==> src/rtl/flvtf_pkg.sv <==
package flvtf_pkg;

  localparam int unsigned InDataW  = 112;
  localparam int unsigned InUserW  = 2;
  localparam int unsigned OutDataW = 8;
  localparam int unsigned CfgIdxW  = 1;
  localparam int unsigned CfgDataW = 1;
  localparam int unsigned PosW     = 5;

  localparam logic [CfgIdxW-1:0] CfgAudioPresent = 1'b0;
  localparam logic [CfgIdxW-1:0] CfgVideoPresent = 1'b1;

  localparam logic [7:0] TypeAudio = 8'h08;
  localparam logic [7:0] TypeVideo = 8'h09;

  typedef enum logic [1:0] {
    OP_FILE_HDR  = 2'd0,
    OP_TAG_START = 2'd1,
    OP_PAYLOAD   = 2'd2
  } op_e;

  typedef enum logic [1:0] {
    JOB_FILE_HDR = 2'd0,
    JOB_TAG_HDR  = 2'd1,
    JOB_PAYLOAD  = 2'd2
  } job_kind_e;

  // Input beat payload, most significant member first.
  typedef struct packed {
    logic [5:0]  pad;
    logic [7:0]  payload_byte;
    logic [23:0] payload_length;
    logic        is_sequence_header;
    logic        is_keyframe;
    logic [31:0] decode_time;
    logic [31:0] present_time;
    logic [7:0]  tag_type;
  } in_item_t;

  // One unit of output work handed from the front to the back.
  typedef struct packed {
    job_kind_e   kind;
    logic        video;
    logic        key;
    logic        seq;
    logic        trailer;
    logic        audio_flag;
    logic        video_flag;
    logic [23:0] size;
    logic [31:0] dts;
    logic [23:0] cto;
    logic [7:0]  pbyte;
  } job_t;

  typedef struct packed {
    logic full;
    logic empty;
  } queue_status_t;

endpackage

==> src/rtl/flvtf_queue.sv <==
module flvtf_queue (
  input  logic                    clk_i,
  input  logic                    rst_ni,
  input  logic                    push_i,
  input  flvtf_pkg::job_t         push_job_i,
  input  logic                    pop_i,
  output flvtf_pkg::job_t         head_job_o,
  output flvtf_pkg::queue_status_t status_o
);

  flvtf_pkg::job_t mem_q [2];
  logic            wptr_q, wptr_d;
  logic            rptr_q, rptr_d;
  logic [1:0]      cnt_q, cnt_d;
  logic            do_push, do_pop;

  assign status_o.full  = (cnt_q == 2'd2);
  assign status_o.empty = (cnt_q == 2'd0);
  assign do_push = push_i && !status_o.full;
  assign do_pop  = pop_i && !status_o.empty;
  assign head_job_o = mem_q[rptr_q];

  always_comb begin
    wptr_d = do_push ? ~wptr_q : wptr_q;
    rptr_d = do_pop ? ~rptr_q : rptr_q;
    cnt_d  = cnt_q;
    if (do_push && !do_pop) begin
      cnt_d = cnt_q + 2'd1;
    end else if (do_pop && !do_push) begin
      cnt_d = cnt_q - 2'd1;
    end
  end

  always_ff @(posedge clk_i or negedge rst_ni) begin
    if (!rst_ni) begin
      wptr_q <= 1'b0;
      rptr_q <= 1'b0;
      cnt_q  <= 2'd0;
    end else begin
      wptr_q <= wptr_d;
      rptr_q <= rptr_d;
      cnt_q  <= cnt_d;
    end
  end

  always_ff @(posedge clk_i) begin
    if (do_push) begin
      mem_q[wptr_q] <= push_job_i;
    end
  end

endmodule

==> src/rtl/flvtf_front.sv <==
module flvtf_front (
  input  logic                                clk_i,
  input  logic                                rst_ni,
  input  logic                                cfg_we_i,
  input  logic [flvtf_pkg::CfgIdxW-1:0]       cfg_idx_i,
  input  logic [flvtf_pkg::CfgDataW-1:0]      cfg_data_i,
  input  logic                                accept_i,
  input  logic [flvtf_pkg::InUserW-1:0]       op_i,
  input  flvtf_pkg::in_item_t                 item_i,
  output logic                                push_o,
  output flvtf_pkg::job_t                     job_o
);

  logic        audio_q, video_q;
  logic [23:0] rem_q, rem_d;
  logic [23:0] size_q, size_d;
  logic        open_q, open_d;
  logic        vtype_q, vtype_d;
  logic        is_video, is_audio;
  logic [23:0] rem_dec;
  logic [23:0] new_size;

  assign is_video = (item_i.tag_type == flvtf_pkg::TypeVideo);
  assign is_audio = (item_i.tag_type == flvtf_pkg::TypeAudio);
  assign rem_dec  = rem_q - 24'd1;
  assign new_size = item_i.payload_length + (is_video ? 24'd5 : 24'd2);

  always_comb begin
    rem_d   = rem_q;
    size_d  = size_q;
    open_d  = open_q;
    vtype_d = vtype_q;
    push_o  = 1'b0;

    job_o            = '0;
    job_o.kind       = flvtf_pkg::JOB_PAYLOAD;
    job_o.video      = is_video;
    job_o.key        = item_i.is_keyframe;
    job_o.seq        = item_i.is_sequence_header;
    job_o.audio_flag = audio_q;
    job_o.video_flag = video_q;
    job_o.size       = size_q;
    job_o.dts        = item_i.decode_time;
    // The composition offset only needs the low 24 bits of the difference.
    job_o.cto        = item_i.is_sequence_header ? 24'd0 :
                       (item_i.present_time[23:0] - item_i.decode_time[23:0]);
    job_o.pbyte      = item_i.payload_byte;

    if (accept_i) begin
      case (flvtf_pkg::op_e'(op_i))
        flvtf_pkg::OP_FILE_HDR: begin
          open_d     = 1'b0;
          vtype_d    = 1'b0;
          rem_d      = 24'd0;
          push_o     = 1'b1;
          job_o.kind = flvtf_pkg::JOB_FILE_HDR;
        end
        flvtf_pkg::OP_TAG_START: begin
          vtype_d = is_video || is_audio;
          rem_d   = item_i.payload_length;
          open_d  = (item_i.payload_length != 24'd0);
          size_d  = (is_video || is_audio) ? new_size : 24'd0;
          if (is_video || is_audio) begin
            push_o        = 1'b1;
            job_o.kind    = flvtf_pkg::JOB_TAG_HDR;
            job_o.size    = new_size;
            job_o.trailer = (item_i.payload_length == 24'd0);
          end
        end
        flvtf_pkg::OP_PAYLOAD: begin
          if (open_q) begin
            rem_d         = rem_dec;
            push_o        = vtype_q;
            job_o.trailer = (rem_dec == 24'd0);
            if (rem_dec == 24'd0) begin
              open_d  = 1'b0;
              vtype_d = 1'b0;
            end
          end
        end
        default: begin
        end
      endcase
    end
  end

  always_ff @(posedge clk_i or negedge rst_ni) begin
    if (!rst_ni) begin
      audio_q <= 1'b0;
      video_q <= 1'b0;
      rem_q   <= 24'd0;
      size_q  <= 24'd0;
      open_q  <= 1'b0;
      vtype_q <= 1'b0;
    end else begin
      if (cfg_we_i && cfg_idx_i == flvtf_pkg::CfgAudioPresent) begin
        audio_q <= cfg_data_i[0];
      end
      if (cfg_we_i && cfg_idx_i == flvtf_pkg::CfgVideoPresent) begin
        video_q <= cfg_data_i[0];
      end
      rem_q   <= rem_d;
      size_q  <= size_d;
      open_q  <= open_d;
      vtype_q <= vtype_d;
    end
  end

endmodule

==> src/rtl/flvtf_back.sv <==
module flvtf_back (
  input  logic                           clk_i,
  input  logic                           rst_ni,
  input  flvtf_pkg::job_t                job_i,
  input  logic                           job_valid_i,
  output logic                           pop_o,
  output logic                           out_valid_o,
  input  logic                           out_ready_i,
  output logic [flvtf_pkg::OutDataW-1:0] out_byte_o,
  output logic                           out_last_o,
  output logic                           out_eot_o
);

  logic [flvtf_pkg::PosW-1:0] pos_q, pos_d;
  logic [flvtf_pkg::PosW-1:0] body_len, total_len, tpos;
  logic [24:0] trl;
  logic [7:0]  byte_c;
  logic        last_c, eot_c, load;
  logic        ov_q;
  logic [7:0]  obyte_q;
  logic        olast_q, oeot_q;

  always_comb begin
    case (job_i.kind)
      flvtf_pkg::JOB_FILE_HDR: body_len = 5'd13;
      flvtf_pkg::JOB_TAG_HDR:  body_len = job_i.video ? 5'd16 : 5'd13;
      default:                 body_len = 5'd1;
    endcase
  end

  assign total_len = body_len + (job_i.trailer ? 5'd4 : 5'd0);
  assign tpos      = pos_q - body_len;
  // Previous-tag-size is data size plus the 11-byte tag header.
  assign trl       = {1'b0, job_i.size} + 25'd11;

  always_comb begin
    byte_c = 8'h00;
    eot_c  = 1'b0;
    if (pos_q >= body_len) begin
      case (tpos[1:0])
        2'd0:    byte_c = {7'b0, trl[24]};
        2'd1:    byte_c = trl[23:16];
        2'd2:    byte_c = trl[15:8];
        default: begin
          byte_c = trl[7:0];
          eot_c  = 1'b1;
        end
      endcase
    end else begin
      case (job_i.kind)
        flvtf_pkg::JOB_FILE_HDR: begin
          case (pos_q)
            5'd0:    byte_c = 8'h46;
            5'd1:    byte_c = 8'h4C;
            5'd2:    byte_c = 8'h56;
            5'd3:    byte_c = 8'h01;
            5'd4:    byte_c = {5'b0, job_i.audio_flag, 1'b0, job_i.video_flag};
            5'd8:    byte_c = 8'h09;
            5'd12: begin
              byte_c = 8'h00;
              eot_c  = 1'b1;
            end
            default: byte_c = 8'h00;
          endcase
        end
        flvtf_pkg::JOB_TAG_HDR: begin
          case (pos_q)
            5'd0:    byte_c = job_i.video ? flvtf_pkg::TypeVideo : flvtf_pkg::TypeAudio;
            5'd1:    byte_c = job_i.size[23:16];
            5'd2:    byte_c = job_i.size[15:8];
            5'd3:    byte_c = job_i.size[7:0];
            5'd4:    byte_c = job_i.dts[23:16];
            5'd5:    byte_c = job_i.dts[15:8];
            5'd6:    byte_c = job_i.dts[7:0];
            5'd7:    byte_c = job_i.dts[31:24];
            5'd11:   byte_c = job_i.video ? (job_i.key ? 8'h17 : 8'h27) : 8'hAF;
            5'd12:   byte_c = {7'b0, ~job_i.seq};
            5'd13:   byte_c = job_i.cto[23:16];
            5'd14:   byte_c = job_i.cto[15:8];
            5'd15:   byte_c = job_i.cto[7:0];
            default: byte_c = 8'h00;
          endcase
        end
        default: byte_c = job_i.pbyte;
      endcase
    end
  end

  assign last_c = (pos_q == total_len - 5'd1);
  assign load   = job_valid_i && (!ov_q || out_ready_i);
  assign pop_o  = load && last_c;
  assign pos_d  = load ? (last_c ? '0 : pos_q + 5'd1) : pos_q;

  always_ff @(posedge clk_i or negedge rst_ni) begin
    if (!rst_ni) begin
      pos_q <= '0;
      ov_q  <= 1'b0;
    end else begin
      pos_q <= pos_d;
      if (load) begin
        ov_q <= 1'b1;
      end else if (out_ready_i) begin
        ov_q <= 1'b0;
      end
    end
  end

  always_ff @(posedge clk_i) begin
    if (load) begin
      obyte_q <= byte_c;
      olast_q <= last_c;
      oeot_q  <= eot_c;
    end
  end

  assign out_valid_o = ov_q;
  assign out_byte_o  = obyte_q;
  assign out_last_o  = olast_q;
  assign out_eot_o   = oeot_q;

endmodule

==> src/rtl/flv_tag_framer_core.sv <==
// Channel   Dir  Beat contents
// s_axis    in   tuser: operation; tdata: tag and payload fields
// m_axis    out  tdata: stream byte; tlast: last of run; tuser: end of tag
// cfg       in   index 0 audio_present, index 1 video_present
//
// Payload beats stream at one byte per cycle unless the output stalls; on the
// output side a file header is 13 bytes and a tag header 13 or 16 bytes (plus
// 4 for an inline trailer), set by the byte serializer, which emits one byte
// per cycle unless stalled. A two-entry job queue parts the input from the
// serializer, so input beats flow until it fills. Async reset clears control state only.
module flv_tag_framer_core (
  input  logic                                clk_i,
  input  logic                                rst_ni,
  input  logic                                s_axis_tvalid,
  output logic                                s_axis_tready,
  // tdata, from bit 0: tag_type[7:0], present_time[39:8], decode_time[71:40],
  // is_keyframe[72], is_sequence_header[73], payload_length[97:74],
  // payload_byte[105:98], zero fill[111:106]
  input  logic [flvtf_pkg::InDataW-1:0]       s_axis_tdata,
  // tuser: operation[1:0]
  input  logic [flvtf_pkg::InUserW-1:0]       s_axis_tuser,
  output logic                                m_axis_tvalid,
  input  logic                                m_axis_tready,
  // tdata: out_byte[7:0]
  output logic [flvtf_pkg::OutDataW-1:0]      m_axis_tdata,
  output logic                                m_axis_tlast,
  // tuser: end_of_tag[0]
  output logic                                m_axis_tuser,
  input  logic                                cfg_we_i,
  input  logic [flvtf_pkg::CfgIdxW-1:0]       cfg_idx_i,
  input  logic [flvtf_pkg::CfgDataW-1:0]      cfg_data_i
);

  flvtf_pkg::job_t          push_job, head_job;
  flvtf_pkg::queue_status_t q_status;
  logic                     push, pop, accept;

  assign s_axis_tready = !q_status.full;
  assign accept        = s_axis_tvalid && s_axis_tready;

  flvtf_front u_front (
    .clk_i      (clk_i),
    .rst_ni     (rst_ni),
    .cfg_we_i   (cfg_we_i),
    .cfg_idx_i  (cfg_idx_i),
    .cfg_data_i (cfg_data_i),
    .accept_i   (accept),
    .op_i       (s_axis_tuser),
    .item_i     (flvtf_pkg::in_item_t'(s_axis_tdata)),
    .push_o     (push),
    .job_o      (push_job)
  );

  flvtf_queue u_queue (
    .clk_i      (clk_i),
    .rst_ni     (rst_ni),
    .push_i     (push),
    .push_job_i (push_job),
    .pop_i      (pop),
    .head_job_o (head_job),
    .status_o   (q_status)
  );

  flvtf_back u_back (
    .clk_i       (clk_i),
    .rst_ni      (rst_ni),
    .job_i       (head_job),
    .job_valid_i (!q_status.empty),
    .pop_o       (pop),
    .out_valid_o (m_axis_tvalid),
    .out_ready_i (m_axis_tready),
    .out_byte_o  (m_axis_tdata),
    .out_last_o  (m_axis_tlast),
    .out_eot_o   (m_axis_tuser)
  );

endmodule

==> config.mk <==
export PLATFORM = sky130hd
export DESIGN_NAME = flv_tag_framer_core
export DESIGN_NICKNAME = d
export VERILOG_FILES = /design/src/rtl/flvtf_pkg.sv /design/src/rtl/flvtf_queue.sv /design/src/rtl/flvtf_front.sv /design/src/rtl/flvtf_back.sv /design/src/rtl/flv_tag_framer_core.sv
export SDC_FILE = /design/constraint.sdc
export NUM_CORES = 1
export LEC_CHECK = 0
export BUFFER_PORTS_ARGS = -buffer_cell sky130_fd_sc_hd__clkbuf_2
export CAP_MARGIN = 5
export CORE_ASPECT_RATIO = 1.25
export CORE_UTILIZATION = 50
export DETAILED_ROUTE_END_ITERATION = 8
export PLACE_DENSITY = 0.7
export SLEW_MARGIN = 10
export SYNTH_ARGS = -nofsm -noshare
export SYNTH_HDL_FRONTEND = slang
export SYNTH_SLANG_ARGS = --single-unit
==> constraint.sdc <==
create_clock -name clk_i -period 6.25 [get_ports clk_i]
set_input_delay 0.3125 -clock clk_i [delete_from_list [all_inputs] [get_ports clk_i]]
set_output_delay 0.3125 -clock clk_i [all_outputs]
set_load 0.1 [all_outputs]
# Yosys cells after proc, flatten, opt, wreduce, memory -nomap -nowiden
# Memories as Yosys holds them, arrays and structs flattened.
# Cells that the tools add are included.
word_totals:
  word_cells: 133
  ramBits: 192
  ff_bits: 72
  mem_count: 1
classes:
  eq_ne: 24
  magnitude_cmp: 1
  mux: 47
  bitwise: 4
  n_addsub: 10
  n_reduce_logical: 32
mem_list:
  columns: ["memory", "words", "width", "read_ports", "rd_clocked_by_memory_dff", "write_ports", "line", "rtl"]
  rows:
  - ["u_queue.mem_q", 2, 96, 1, 0, 1, "flvtf_queue.sv:11", "flvtf_pkg::job_t mem_q [2];"]
op_table:
  columns: ["operator", "n"]
  rows:
  - ["$mux W24", 6]
  - ["$pmux W8 S13", 1]
  - ["$pmux W24 S3", 1]
  - ["$logic_not A24 Y1", 2]
  - ["$pmux W7 S6", 1]
  - ["$eq A5 B4 Y1 const B", 6]
  - ["$add A24 B4 Y25 const B", 1]
  - ["$add A24 B24 Y24", 1]
  - ["$pmux W8 S3", 1]
  - ["$reduce_bool A24 Y1", 1]
  - ["$sub A24 B1 Y24 const B", 1]
  - ["$sub A24 B24 Y24", 1]
  - ["$eq A5 B3 Y1 const B", 4]
  - ["$mux W1", 19]
  - ["$eq A8 B4 Y1 const B", 2]
  - ["$mux W8", 2]
  - ["$pmux W8 S2", 1]
  - ["$eq A5 B2 Y1 const B", 2]
  - ["$mux W5", 2]
  - ["$pmux W5 S2", 1]
  - ["$logic_and A1 B1 Y1", 9]
  - ["$pmux W1 S3", 3]
  - ["$logic_not A2 Y1", 4]
  - ["$mux W2", 4]
  - ["other kinds (26)", 42]

# Longest topological paths before layout
# Gate-level depths: netlist of the first run.
# An unclocked memory read counts as a cell.
depth:
  depth_word: 11
  ltp_mapped: 18
  mapped_depth_nobuf: 14

# By module
# A second synthesis of the first run with hierarchy kept.
unflattened:
  hier_cells: 1317
  hier_area_um2: 15041.9
modules_own_cells:
  columns: ["module", "seq_area_each_um2", "instances", "cells_per_inst", "area_per_inst_um2"]
  rows:
  - ["flvtf_queue", 5865.6, 1, 318, 7241.9]
  - ["flvtf_front", 1301.2, 1, 661, 5136.2]
  - ["flvtf_back", 450.4, 1, 335, 2650.0]
  - ["flv_tag_framer_core", 0.0, 1, 3, 13.8]

# Worst setup path before layout of the first run
# No wires, ideal clock.
synth_path:
  kind: "reg2reg"
  startpoint: "reg u_queue.cnt_q[0]"
  endpoint: "mem u_queue.mem_q[0][0] in the netlist's numbering (enable)"
  path_stages_with_launch: 5
  required_time_ns: 5.687
  arrival_time_ns: 6.239
  slack_ns: -0.552
  setup_ns: 0.563
  cell_sequence: "dfrtp_1 nand2b_1 nand3b_1 a21oi_1 nor2b_1"
synth_between:
  elab_chain_cells: 7
synth_lines:
  columns: ["element", "line", "rtl"]
  rows:
  - ["from (decl)", "flvtf_queue.sv:14", "logic [1:0] cnt_q, cnt_d;"]
  - ["from (signal assigned)", "flvtf_queue.sv:42", "cnt_q <= cnt_d;"]
  - ["$eq A2 B2 Y1 (*)", "flvtf_queue.sv:17", "assign status_o.full = (cnt_q == 2'd2);"]
  - ["$logic_not A1 Y1 (*)", "flv_tag_framer_core.sv:38", "assign s_axis_tready = !q_status.full;"]
  - ["net s_axis_tready", "flv_tag_framer_core.sv:15", "output logic s_axis_tready,"]
  - ["$logic_and A1 B1 Y1", "flv_tag_framer_core.sv:39", "assign accept = s_axis_tvalid && s_axis_tready;"]
  - ["$mux W1", "flvtf_front.sv:49", "if (accept_i) begin"]
  - ["$logic_and A1 B1 Y1 (*)", "flvtf_queue.sv:19", "assign do_push = push_i && !status_o.full;"]
  - ["net u_queue.do_push", "flvtf_queue.sv:15", "logic do_push, do_pop;"]
  - ["$mux W1 (*)", "flvtf_queue.sv:47", "if (do_push) begin"]
  - ["$mux W1 (not written as such) (*)", "flvtf_queue.sv:48", "mem_q[wptr_q] <= push_job_i;"]
  - ["to (decl)", "flvtf_queue.sv:11", null]
# Mark *: on every way through the listed nets, which the timed path passes. The rest lies on a longest branch.

# Worst setup path after layout of the first run
layout_path:
  startpoint: "reg u_queue.rptr_q"
  endpoint: "reg u_back.obyte_q[6] (netlist: u_back.out_byte_o[6]), data pin"
layout_between:
  elab_chain_cells: 7
layout_lines:
  columns: ["element", "line", "rtl"]
  rows:
  - ["from (decl)", "flvtf_queue.sv:13", "logic rptr_q, rptr_d;"]
  - ["from (signal assigned)", "flvtf_queue.sv:41", "rptr_q <= rptr_d;"]
  - ["$mem_v2 Z2 W96 (*)", null, null]
  - ["branches (longest 5 deep; another with $add A24 B4 Y25)", null, null]
  - ["$mux W8 (*)", "flvtf_back.sv:39", "if (pos_q >= body_len) begin"]
  - ["net u_back.byte_c[6]", "flvtf_back.sv:17", "logic [7:0] byte_c;"]
  - ["to (signal assigned)", "flvtf_back.sv:110", "obyte_q <= byte_c;"]
  - ["to (decl)", "flvtf_back.sv:20", "logic [7:0] obyte_q;"]
# Mark *: on every way through the listed nets, which the timed path passes.
# A chain may end at the register's enable or synchronous reset.

==> implementation parameters, run 1 <==
Parameter                              Value

Outcome
  Status ... finished clean

Clock tree
  Clock tree from TritonCTS ... done
  H-Tree Depth ... 1
  Clock Latency Late Sink ... 0.56 ns
  Post-CTS Setup Bufs ... 0
  Buffer depth of the longest clock path ... 3
  Library cell used as clock root buffer ... sky130_fd_sc_hd__clkbuf_16
  Clock slew at reported path FFs ... 0.06 ns
  CTS resizes ... 0
  Number of buffers inserted during clock tree synthesis ... 27
  Number of sinks on the clock net ... 264

Detailed routing
  DRC violation count after routing ... 0
  Wire length per cell after detailed routing ... 20.9 microns
  First drt pass iteration count ... 5
  Mean number of vias per cell ... 5.99
  Routed wire length ... 39,100 microns
  Routed vias ... 11,201
  Number of DRC markers after the initial detailed-route iteration ... 856
  Final ANT Viol Nets ... 0

Final layout
  Proportion of layout cells with a drive suffix above 1 ... 0.153
  Sequential cell area ... 7620 sq um
  Area of the multi-input gates ... 6600 sq um
  Number of nets in the layout ... 1,626
  Fin cells ... 1,869
  Antenna diode count ... 0
  # fillers ... 2,433
  Cell area after layout ... 16,900 sq um
  Layout Area Growth over Synthesis ... 15.0%

Floorplan
  Die Height ... 193 microns
  FP Rows ... 69
  Core Box Area ... 28,700 sq um
  Initial cell density of the core ... 0.512
  Top Ports ... 133
  Horizontal extent of the die ... 155 microns
  Die area ... 30,000 sq um

Worst setup path
  Path length in cells of the critical path ... 10
  Startpoint types ... flop
  Dominant cell type by count on the critical path ... sky130_fd_sc_hd__a311oi_1
  Standard cell with the maximum stage delay on the critical path ... sky130_fd_sc_hd__dfrtp_4
  CP cell instances ... buf_4 > mux2i_1 > ha_1 > inv_1 > a211oi_1 > nor3_1 > and3_1 > xnor2_1 > a311oi_1 > a311oi_1
  R2r endpoint ... u_back.out_byte_o[6]$_DFFE_PP_
  Class of the most critical setup path ... reg -> reg
  Kind of end point of the critical path ... flop
  Minimum setup slack among reg-to-reg paths ... 1.89 ns
  Largest stage delay, worst path ... 0.79 ns
  Number of buffers and inverters on the critical path ... 2
  Number of cells on the worst reg-to-reg path ... 10
  Worst reg2reg path startpoint ... u_queue.rptr_q$_DFFE_PN0P_
  CP Launch Point ... u_queue.rptr_q$_DFFE_PN0P_
  Arrival time worst endpoint ... 4.64 ns
  Critical path peak fanout ... 62
  Required time at the endpoint of the critical path ... 6.53 ns
  Setup crit end ... u_back.out_byte_o[6]$_DFFE_PP_
  Kind of cell adding the most delay to the critical path ... compound AO/OA/AOI/OAI gates

Logic synthesis
  Number of nets in the synthesized netlist ... 1,493
  Sequential area share after synthesis ... 0.519
  Number of enable flip-flop cells after synthesis ... 202
  Synthesis-stage register bit count ... 264
  Post-Synthesis Cell Area ... 14,700 sq um
  Synth top cells by count ... sky130_fd_sc_hd__edfxtp_1, sky130_fd_sc_hd__nand2_1, sky130_fd_sc_hd__o21ai_0
  Unique cell type count in the Yosys netlist ... 91
  Post-synthesis async set-or-reset flop share ... 0.235
  Biggest area consumer among synthesized cells ... sky130_fd_sc_hd__edfxtp_1
  Average cell area after synthesis ... 11.1 sq um
  Proportion of netlist area held by the largest area contributor ... 0.414
  Number of standard cells after synthesis ... 1,326
  Cell with the most instances after synthesis ... sky130_fd_sc_hd__edfxtp_1
  Leading cell types by total area after synthesis ... sky130_fd_sc_hd__edfxtp_1, sky130_fd_sc_hd__dfrtp_1, sky130_fd_sc_hd__mux2i_1
  Most used flip-flop cell after synthesis ... sky130_fd_sc_hd__edfxtp_1
  Count of yosys warnings during synthesis ... 0

Power
  Worst ir drop on vdd ... 0.000284 V
  Leakage power figure ... 0.00671 uW
  Power density normalized to cell area ... 414 nW/um^2

GRT
  Residual overflow from global routing ... 0
  Maximum number of pins on one net before global-route repair ... 63
  Total global routing track utilization ... 0.257
  Number of global-route vias before repair ... 10,601
  First-pass GRT wire length ... 59,800 microns
  Antenna violations before repair ... 0

Timing
  Number of max-slew violations in the final report ... 0
  Final period demand of the worst path ... 4.36 ns
  Maximum clock frequency ... 229 MHz
  Unrepaired setup endpoints after global routing ... false
  Worst-case hold slack ... 0.0133 ns
  Maximum clock skew at final layout ... 0.0246 ns
  Transition at the pin with the smallest max-transition slack ... 1.18 ns
  Final Cycle Share ... 0.698
  Total count of hold-check failures in the final report ... 0
  Final Setup Violations ... 0
  Slew margin rel. ... 0.213
  Aggregate negative setup slack ... 0 ns

Placement
  Placed Cells ... 1,780
  Area post-placement ... 15,600 sq um
  I/O Buffers ... 118
  Placer Congestion ... 0.935
  DPL Wire Length ... 28,000 microns

Worst hold path
  Class of the tightest hold or removal check ... in -> reg
  Startpoint of the most critical hold path ... s_axis_tdata[45]

Run
  Number of maximum-capacitance constraint violations ... 0
[routing by layer]
metal  part of all wire  up-vias  track usage
li1                   -     5323            -
met1               0.42     5447        0.342
met3              0.053       57       0.0244
met2               0.51      374        0.449
met5                  0        -            0
met4              0.021        0       0.0690
[logic make-up (layout without fill, tap and decap cells)]
kind of cell	after synthesis	count (layout)	share of synthesized area
and+or+nand+nor	405	405	0.145
AOI/OAI and AO/OA	340	340	0.162
DFF	264	264	0.519
buffers and inverters	119	272	0.0329
muxes	83	83	0.0589
xor gates and xnor gates	69	69	0.0412
adders and majority gates	46	46	0.0408
[flip-flops by register name, summed over array words and instances (netlist names)]
signal              flops
u_queue.mem_q         192
u_front.rem_q          24
u_front.size_q         24
u_back.out_byte_o       8
u_back.pos_q            5
u_queue.cnt_q           2
u_back.out_eot_o        1
u_back.out_last_o       1
u_back.out_valid_o      1
u_front.audio_q         1
u_front.open_q          1
u_front.video_q         1
u_front.vtype_q         1
u_queue.rptr_q          1
u_queue.wptr_q          1
[area by class of cell]
cell class	count	share of cell area
tap	390	0.0289
clock buffer	31	0.0415
sequential	264	0.452
timing repair buffer	168	0.0632
multi-input combinational	943	0.391
clock inverter	18	0.0116
inverter	55	0.0122
[through the flow]
stage	total power (uW)	util	setup WS, ns
5_1_grt	7350	0.589	1.63
2_1_floorplan	4580	-	1.29
6_report	6990	0.589	1.89
4_1_cts	6990	0.588	1.95
3_5_place_dp	5330	0.543	1.93
3_3_place_gp	5300	0.543	1.95
[timing repair]
item / in CTS / in global routing
hold endpoints to repair: 122 / 2
setup endpoints to repair: 0 / 0
hold buffers: 39 / 1
[cell usage in the layout (no fill, tap or decap), types with 11 or more instances in the layout]
master and instances:
sky130_fd_sc_hd__a211oi_1 11, sky130_fd_sc_hd__a21o_1 35, sky130_fd_sc_hd__a21oi_1 45, sky130_fd_sc_hd__a221oi_1 14
sky130_fd_sc_hd__a22o_1 16, sky130_fd_sc_hd__a22oi_1 19, sky130_fd_sc_hd__and3_1 18, sky130_fd_sc_hd__clkbuf_16 27
sky130_fd_sc_hd__clkbuf_2 117, sky130_fd_sc_hd__dfrtp_1 61, sky130_fd_sc_hd__dlygate4sd3_1 40, sky130_fd_sc_hd__edfxtp_1 202
sky130_fd_sc_hd__ha_1 43, sky130_fd_sc_hd__inv_1 54, sky130_fd_sc_hd__mux2_2 27, sky130_fd_sc_hd__mux2i_1 56
sky130_fd_sc_hd__nand2_1 118, sky130_fd_sc_hd__nand3_1 28, sky130_fd_sc_hd__nor2_1 80, sky130_fd_sc_hd__nor2b_1 11
sky130_fd_sc_hd__nor3_1 37, sky130_fd_sc_hd__nor4_1 15, sky130_fd_sc_hd__o211ai_1 11, sky130_fd_sc_hd__o21ai_0 83
sky130_fd_sc_hd__o221ai_1 11, sky130_fd_sc_hd__o22ai_1 14, sky130_fd_sc_hd__or3_1 12, sky130_fd_sc_hd__xnor2_1 29
sky130_fd_sc_hd__xor2_1 40
[worst min path at each step]
stage                                                end  slack (ns)  depth (start not counted)
final                     u_queue.mem_q[1][37]$_DFFE_PP_        0.01                          1
after floorplan           u_back.out_valid_o$_DFFE_PN0P_        0.02                          0
after global placement    u_queue.mem_q[0][88]$_DFFE_PP_        0.45                          0
after detailed placement   u_front.size_q[6]$_DFFE_PN0P_        0.47                          1
after CTS                 u_queue.mem_q[0][37]$_DFFE_PP_       0.002                          1
after global routing      u_queue.mem_q[0][37]$_DFFE_PP_       0.003                          1
[power by group]
group / internal [uW] / switching (uW)
sequential: 2130 / 281
clock: 938 / 698
combinational: 1060 / 1880
total: 4130 / 2860
Note: power is estimated with default switching activity, not from simulation.
==> run 2: changes to the inputs <==
--- a/config.mk
+++ b/config.mk
@@ -5,12 +5,13 @@
 export SDC_FILE = /design/constraint.sdc
 export NUM_CORES = 1
 export LEC_CHECK = 0
+export ABC_AREA = 1
 export BUFFER_PORTS_ARGS = -buffer_cell sky130_fd_sc_hd__clkbuf_2
 export CAP_MARGIN = 5
 export CORE_ASPECT_RATIO = 1.25
 export CORE_UTILIZATION = 50
 export DETAILED_ROUTE_END_ITERATION = 8
-export PLACE_DENSITY = 0.7
+export PLACE_DENSITY = 0.67
 export SLEW_MARGIN = 10
 export SYNTH_ARGS = -nofsm -noshare
 export SYNTH_HDL_FRONTEND = slang
==> constraint.sdc (replaced) <==
create_clock -name clk_i -period 4.3 [get_ports clk_i]
set_input_delay 0.215 -clock clk_i [delete_from_list [all_inputs] [get_ports clk_i]]
set_output_delay 0.215 -clock clk_i [all_outputs]
set_load 0.1 [all_outputs]
==> implementation parameters, run 2 <==
Parameter                              Value

Timing
  Total count of hold-check failures in the final report ... 0 (unchanged)
  Aggregate negative setup slack ... 0 ns (unchanged)
  Unrepaired setup endpoints after global routing ... false
  Maximum clock skew at final layout ... 0.0102 ns (-0.0143 ns)
  Maximum clock frequency ... 271 MHz (+18%)
  Final Setup Violations ... 0 (unchanged)
  Transition at the pin with the smallest max-transition slack ... 1.18 ns (+0.00381 ns)
  Final period demand of the worst path ... 3.69 ns (-0.670 ns)
  Number of max-slew violations in the final report ... 0 (unchanged)
  Slew margin rel. ... 0.209 (-0.00339)
  Final Cycle Share ... 0.859 (+0.161)

Floorplan
  Horizontal extent of the die ... 157 microns (+1.0%)
  Die area ... 30,600 sq um (+2.0%)
  Die Height ... 195 microns (+1.0%)
  Top Ports ... 133 (unchanged)
  Core Box Area ... 29,300 sq um (+2.4%)
  FP Rows ... 70 (+1.4%)
  Initial cell density of the core ... 0.510 (-0.00164)

Worst setup path
  Arrival time worst endpoint ... 3.99 ns (-0.65 ns)
  Kind of end point of the critical path ... flop
  Kind of cell adding the most delay to the critical path ... simple AND/OR/NAND/NOR gates
  Critical path peak fanout ... 12 (-81%)
  Largest stage delay, worst path ... 0.51 ns (-0.28 ns)
  Standard cell with the maximum stage delay on the critical path ... sky130_fd_sc_hd__dfrtp_4
  Startpoint types ... flop
  Number of cells on the worst reg-to-reg path ... 17 (+7)
  Dominant cell type by count on the critical path ... sky130_fd_sc_hd__nand2_1
  Class of the most critical setup path ... reg -> reg
  Number of buffers and inverters on the critical path ... 5 (+3)
  CP cell instances ... inv_2 > nand2_2 > nand2_1 > nor2_1 > buf_4 > nand2_1 > ha_1 > inv_1 > nand3_1 > a21oi_1 > o21bai_1 > a21oi_2 > clkinv_1 > nand2_1 > inv_1 > nand2_1 > nand2_1
  Path length in cells of the critical path ... 17 (+7)
  Required time at the endpoint of the critical path ... 4.60 ns (-1.93 ns)

Logic synthesis
  Number of nets in the synthesized netlist ... 1,896 (+27%)
  Synthesis-stage register bit count ... 264 (unchanged)
  Post-Synthesis Cell Area ... 15,000 sq um (+2.0%)
  Proportion of netlist area held by the largest area contributor ... 0.405 (-0.00826)
  Post-synthesis async set-or-reset flop share ... 0.235 (unchanged)
  Most used flip-flop cell after synthesis ... sky130_fd_sc_hd__edfxtp_1
  Cell with the most instances after synthesis ... sky130_fd_sc_hd__nand2_1
  Number of enable flip-flop cells after synthesis ... 202 (unchanged)
  Synth top cells by count ... sky130_fd_sc_hd__nand2_1, sky130_fd_sc_hd__inv_1, sky130_fd_sc_hd__edfxtp_1
  Leading cell types by total area after synthesis ... sky130_fd_sc_hd__edfxtp_1, sky130_fd_sc_hd__dfrtp_1, sky130_fd_sc_hd__nand2_1
  Unique cell type count in the Yosys netlist ... 61 (-33%)
  Average cell area after synthesis ... 8.66 sq um (-22%)
  Number of standard cells after synthesis ... 1,729 (+30%)
  Count of yosys warnings during synthesis ... 0 (unchanged)
  Biggest area consumer among synthesized cells ... sky130_fd_sc_hd__edfxtp_1
  Sequential area share after synthesis ... 0.509 (-0.0104)

Detailed routing
  Routed wire length ... 44,500 microns (+14%)
  Mean number of vias per cell ... 5.47 (-8.8%)
  First drt pass iteration count ... 5 (unchanged)
  Routed vias ... 12,685 (+13%)
  DRC violation count after routing ... 0 (unchanged)
  Final ANT Viol Nets ... 0 (unchanged)
  Number of DRC markers after the initial detailed-route iteration ... 1,017 (+19%)
  Wire length per cell after detailed routing ... 19.2 microns (-8.4%)

Clock tree
  Number of sinks on the clock net ... 264 (unchanged)
  Clock slew at reported path FFs ... 0.07 ns (about the same)
  Library cell used as clock root buffer ... sky130_fd_sc_hd__clkbuf_16
  H-Tree Depth ... 1 (unchanged)
  Number of buffers inserted during clock tree synthesis ... 27 (unchanged)
  Post-CTS Setup Bufs ... 0 (unchanged)
  Clock Latency Late Sink ... 0.54 ns (-0.02 ns)
  Clock tree from TritonCTS ... done
  Buffer depth of the longest clock path ... 3 (unchanged)

Power
  Worst ir drop on vdd ... 0.000502 V (+77%)
  Overall power after layout ... 11,200 uW (+60%)
  Leakage power figure ... 0.00751 uW (+12%)
  Power density normalized to cell area ... 642 nW/um^2 (+55%)

Final layout
  # fillers ... 2,648 (+8.8%)
  Top library cells by usage in the layout, fill and taps aside ... sky130_fd_sc_hd__nand2_1, sky130_fd_sc_hd__inv_1, sky130_fd_sc_hd__edfxtp_1
  Fin cells ... 2,321 (+24%)
  Area of the multi-input gates ... 6310 sq um (-4.3%)
  Proportion of layout cells with a drive suffix above 1 ... 0.138 (-0.0158)
  Biggest register ... u_queue.mem_q
  Regs by FF count ... u_queue.mem_q x192, u_front.rem_q x24, u_front.size_q x24
  Number of nets in the layout ... 2,071 (+27%)
  Antenna diode count ... 0 (unchanged)
  Layout Area Growth over Synthesis ... 16.1%
  Sequential cell area ... 7620 sq um (unchanged)
  Commonest non-fill, non-tap cell in the layout ... sky130_fd_sc_hd__nand2_1
  Flip-flop count of the largest register, all copies and words added ... 192 (unchanged)

GRT
  Antenna violations before repair ... 0 (unchanged)
  Maximum number of pins on one net before global-route repair ... 58 (-7.9%)
  Residual overflow from global routing ... 0 (unchanged)
  Total global routing track utilization ... 0.296 (+0.0388)
  Number of global-route vias before repair ... 12,871 (+21%)
  First-pass GRT wire length ... 69,000 microns (+15%)

Placement
  I/O Buffers ... 118 (unchanged)
  Placed Cells ... 2,224 (+25%)
  DPL Wire Length ... 33,300 microns (+19%)
  Placer Congestion ... 0.945 (+1.1%)

Outcome
  Status ... finished clean

Worst hold path
  Hold Path Cell Cnt ... 3 (+2)
  Class of the tightest hold or removal check ... in -> reg

Run
  Number of maximum-capacitance constraint violations ... 0 (unchanged)
==> run 2: final cells by class <==
cell class,instances,share of cell area
Sequential cell,264,0.438
Multi-Input combinational cell,1204,0.363
Timing Repair Buffer,183,0.0695
Inverter,224,0.0484
Clock buffer,38,0.0447
Tap cell,396,0.0285
Clock inverter,12,0.00727
==> run 2: repair_timing <==
item                      4_1_cts  5_1_grt
hold buffers                   47        0
gates resized for setup         0        0
hold endpoints to repair      105        0
==> run 2: tightest hold or removal path, delay by kind of cell <==
family / cells / cell delay, ns
buffers and inverters: 1 / 0.12
AOI/OAI and AO/OA: 2 / 0.19
==> run 2: path summary, 6_finish.rpt <==
| kind | endpoint | slack (ns) | start |
|---|---|---|---|
| worst max register to register | u_back.out_byte_o[1]$_DFFE_PP_ | 0.61 | u_queue.rptr_q$_DFFE_PN0P_ |
| worst max-delay path | u_back.out_byte_o[1]$_DFFE_PP_ | 0.61 | u_queue.rptr_q$_DFFE_PN0P_ |
| max in group asynchronous | u_front.size_q[3]$_DFFE_PN0P_ | 3.06 | rst_ni |
| min in group asynchronous | u_front.size_q[22]$_DFFE_PN0P_ | 0.21 | rst_ni |
| worst min-delay path | u_front.rem_q[13]$_DFFE_PN0P_ | 0.03 | s_axis_tdata[87] |
| worst min register to register | u_front.vtype_q$_DFFE_PN0P_ | 0.47 | u_front.vtype_q$_DFFE_PN0P_ |
==> run 2: kinds of logic (layout without fill, tap and decap cells) <==
family	after synthesis	count (layout)	synth area share
flops	264	264	0.509
compound gates	332	332	0.127
simple gates	800	800	0.238
xor+xnor	24	24	0.0140
buf+inv	261	457	0.0707
mux	2	2	0.00142
fa+ha+maj	46	46	0.0400
==> run 2: metrics by stage <==
step	hold WS [ns]	setup slack, ns	area, sq um	util
floorplan	-0.0806	-0.262	15000	-
global placement	0.232	0.759	16000	0.546
detailed placement	0.244	0.641	16000	0.546
CTS	0.00911	0.626	17400	0.592
global route	0.0705	0.246	17400	0.592
finish	0.0271	0.607	17400	0.592
==> run 2: layer usage <==
layer	routed length [microns]	up-vias	global-route usage
li1	-	6219	-
met1	17000	5979	0.325
met2	23500	378	0.556
met3	1730	109	0.0291
met4	2300	0	0.153
met5	0	-	0
==> run 2: power by group <==
| part | internal [uW] | switching, uW |
|---|---|---|
| combinational | 1480 | 3910 |
| sequential | 3160 | 223 |
| clock | 1380 | 1000 |
| total | 6020 | 5140 |
==> run 3: changes to the inputs <==
--- a/config.mk
+++ b/config.mk
@@ -5,7 +5,6 @@
 export SDC_FILE = /design/constraint.sdc
 export NUM_CORES = 1
 export LEC_CHECK = 0
-export ABC_AREA = 1
 export BUFFER_PORTS_ARGS = -buffer_cell sky130_fd_sc_hd__clkbuf_2
 export CAP_MARGIN = 5
 export CORE_ASPECT_RATIO = 1.25
==> implementation parameters, run 3 (same netlist as run 1, synthesis figures left out) <==
Parameter                              Value

Worst setup path
  Class of the most critical setup path ... reg -> reg
  CP Launch Point ... u_queue.rptr_q$_DFFE_PN0P_
  Minimum setup slack among reg-to-reg paths ... 0.60 ns (about the same)
  Critical path peak fanout ... 12 (unchanged)
  Setup crit end ... u_back.out_byte_o[1]$_DFFE_PP_
  Number of cells on the worst reg-to-reg path ... 12 (-5)
  Startpoint types ... flop
  Required time at the endpoint of the critical path ... 4.70 ns (+0.10 ns)
  Kind of end point of the critical path ... flop
  R2r endpoint ... u_back.out_byte_o[1]$_DFFE_PP_
  Worst reg2reg path startpoint ... u_queue.rptr_q$_DFFE_PN0P_
  Arrival time worst endpoint ... 4.10 ns (+0.11 ns)

Timing
  Unrepaired setup endpoints after global routing ... false
  Maximum clock skew at final layout ... 0.0138 ns (+0.00362 ns)
  Total count of hold-check failures in the final report ... 0 (unchanged)
  Final Setup Violations ... 0 (unchanged)
  Worst-case hold slack ... 0.0730 ns (+0.0458 ns)
  Transition at the pin with the smallest max-transition slack ... 1.08 ns (-0.105 ns)
  Slew margin rel. ... 0.280 (+0.0711)
  Final Cycle Share ... 0.860 (about the same)
  Aggregate negative setup slack ... 0 ns (unchanged)
  Maximum clock frequency ... 271 MHz (about the same)
  Final period demand of the worst path ... 3.70 ns (+0.00337 ns)
  Number of max-slew violations in the final report ... 0 (unchanged)
  Setup WS post-layout ... 0.604 ns (-0.00337 ns)

Clock tree
  Number of buffers inserted during clock tree synthesis ... 28 (+3.7%)
  Buffer depth of the longest clock path ... 3 (unchanged)
  H-Tree Depth ... 1 (unchanged)
  Clock Latency Late Sink ... 0.55 ns (about the same)
  Library cell used as clock root buffer ... sky130_fd_sc_hd__clkbuf_16
  Post-CTS Setup Bufs ... 0 (unchanged)
  Clock slew at reported path FFs ... 0.06 ns (about the same)
  Number of sinks on the clock net ... 264 (unchanged)
  Clock tree from TritonCTS ... done

Detailed routing
  Wire length per cell after detailed routing ... 21.0 microns (+9.6%)
  DRC violation count after routing ... 0 (unchanged)
  First drt pass iteration count ... 5 (unchanged)
  Number of DRC markers after the initial detailed-route iteration ... 741 (-27%)
  Final ANT Viol Nets ... 0 (unchanged)
  Routed vias ... 11,287 (-11%)
  Routed wire length ... 39,900 microns (-10%)
  Mean number of vias per cell ... 5.94 (+8.8%)

Final layout
  Sequential cell area ... 7620 sq um (unchanged)
  Top library cells by usage in the layout, fill and taps aside ... sky130_fd_sc_hd__edfxtp_1, sky130_fd_sc_hd__nand2_1, sky130_fd_sc_hd__clkbuf_2
  Regs by FF count ... u_queue.mem_q x192, u_front.rem_q x24, u_front.size_q x24
  Number of nets in the layout ... 1,655 (-20%)
  Layout Area Growth over Synthesis ... 17.2%
  Antenna diode count ... 0 (unchanged)
  Commonest non-fill, non-tap cell in the layout ... sky130_fd_sc_hd__edfxtp_1
  Final core occ ... 0.600 (+0.00751)
  Area of the multi-input gates ... 6600 sq um (+4.5%)
  # fillers ... 2,426 (-8.4%)
  Flip-flop count of the largest register, all copies and words added ... 192 (unchanged)
  Biggest register ... u_queue.mem_q
  Proportion of layout cells with a drive suffix above 1 ... 0.165 (+0.0273)

Placement
  Placer Congestion ... 0.953 (+0.78%)
  Place WS ... 0.677 ns (+0.0357 ns)
  I/O Buffers ... 118 (unchanged)
  DPL Wire Length ... 29,300 microns (-12%)

Outcome
  Status ... finished clean

Floorplan
  Horizontal extent of the die ... 155 microns (-0.99%)
  Die Height ... 193 microns (-0.99%)
  Die area ... 30,000 sq um (-2.0%)
  FP Rows ... 69 (-1.4%)
  Core Box Area ... 28,700 sq um (-2.3%)
  Top Ports ... 133 (unchanged)
  Initial cell density of the core ... 0.512 (+0.00164)

Worst hold path
  Class of the tightest hold or removal check ... in -> reg

Power
  Worst ir drop on vdd ... 0.000458 V (-8.8%)
  Power density normalized to cell area ... 598 nW/um^2 (-6.9%)
  Leakage power figure ... 0.00688 uW (-8.4%)

GRT
  First-pass GRT wire length ... 61,900 microns (-10%)
  Total global routing track utilization ... 0.269 (-0.0275)
  Antenna violations before repair ... 0 (unchanged)
  Maximum number of pins on one net before global-route repair ... 77 (+33%)
  Number of global-route vias before repair ... 11,234 (-13%)
  Residual overflow from global routing ... 0 (unchanged)

Run
  Number of maximum-capacitance constraint violations ... 0 (unchanged)
## run 3: cell types whose count changed in the layout (fill, tap and decap cells not counted), sizes merged, moves of 18 or more
cell   change
a21o      +29
inv      -169
xor2      +22
xnor2     +23
mux2i     +55
nand4     -21
a21oi     -60
and3      +18
nand2    -311
nor2      -99
nand3     -78
o21ai     -59
mux2      +26
## run 3: area by class of cell
cell class,instances,share of cell area
clock buffer,40,0.0469
clock inverter,11,0.00633
inverter,55,0.0120
multi-input combinational,943,0.384
sequential,264,0.443
tap,390,0.0284
timing repair buffer,196,0.0796
## run 3: routing by layer
layer  GRT usage  routed length [microns]
met5           0                        0
met4       0.118                     1770
met3      0.0320                     2070
met2       0.475                    20200
met1       0.328                    15800
## run 3: how the worst min path moves through the flow
| stage | start | endpoint | slack [ns] | cells after the start |
|---|---|---|---|---|
| after global routing | s_axis_tdata[96] | u_front.rem_q[22]$_DFFE_PN0P_ | 0.08 | 3 |
| after global placement | rst_ni | u_front.rem_q[3]$_DFFE_PN0P_ | 0.26 | 1 |
| after detailed placement | rst_ni | u_front.rem_q[3]$_DFFE_PN0P_ | 0.26 | 1 |
| final | s_axis_tdata[97] | u_front.size_q[23]$_DFFE_PN0P_ | 0.07 | 3 |
| after floorplan | rst_ni | u_back.out_valid_o$_DFFE_PN0P_ | -0.08 | 0 |
| after CTS | s_axis_tdata[96] | u_front.rem_q[22]$_DFFE_PN0P_ | 0.06 | 3 |
## run 3: power breakdown
group          switching (uW)  leakage, uW  internal (uW)
registers                 354      0.00272           3100
clock network             983     0.000455           1370
logic                    2850      0.00371           1620
total                    4190      0.00688           6090
## run 3: critical path: stages, from the launching register on
cell	delay, ns
sky130_fd_sc_hd__dfrtp_4	0.55
sky130_fd_sc_hd__mux2i_1	0.38
sky130_fd_sc_hd__buf_4	0.24
sky130_fd_sc_hd__nand3_1	0.19
sky130_fd_sc_hd__ha_1	0.34
sky130_fd_sc_hd__or3b_2	0.46
sky130_fd_sc_hd__a21o_1	0.18
sky130_fd_sc_hd__a21o_1	0.19
sky130_fd_sc_hd__a21oi_1	0.32
sky130_fd_sc_hd__buf_4	0.22
sky130_fd_sc_hd__or3_1	0.20
sky130_fd_sc_hd__o221ai_1	0.17
sky130_fd_sc_hd__a21oi_1	0.13
## run 3: stage by stage
step	power, uW	instance area [sq um]	cells
after floorplan	6660	14700	1326
after global placement	7840	15800	1801
after detailed placement	7870	15800	1801
after CTS	10300	17200	1899
after global routing	10800	17200	1899
final	10300	17200	1899
## run 3: repair_timing
item,in CTS,in global routing
hold endpoints to repair,108,0
gates resized for setup,0,0
hold buffers,47,0
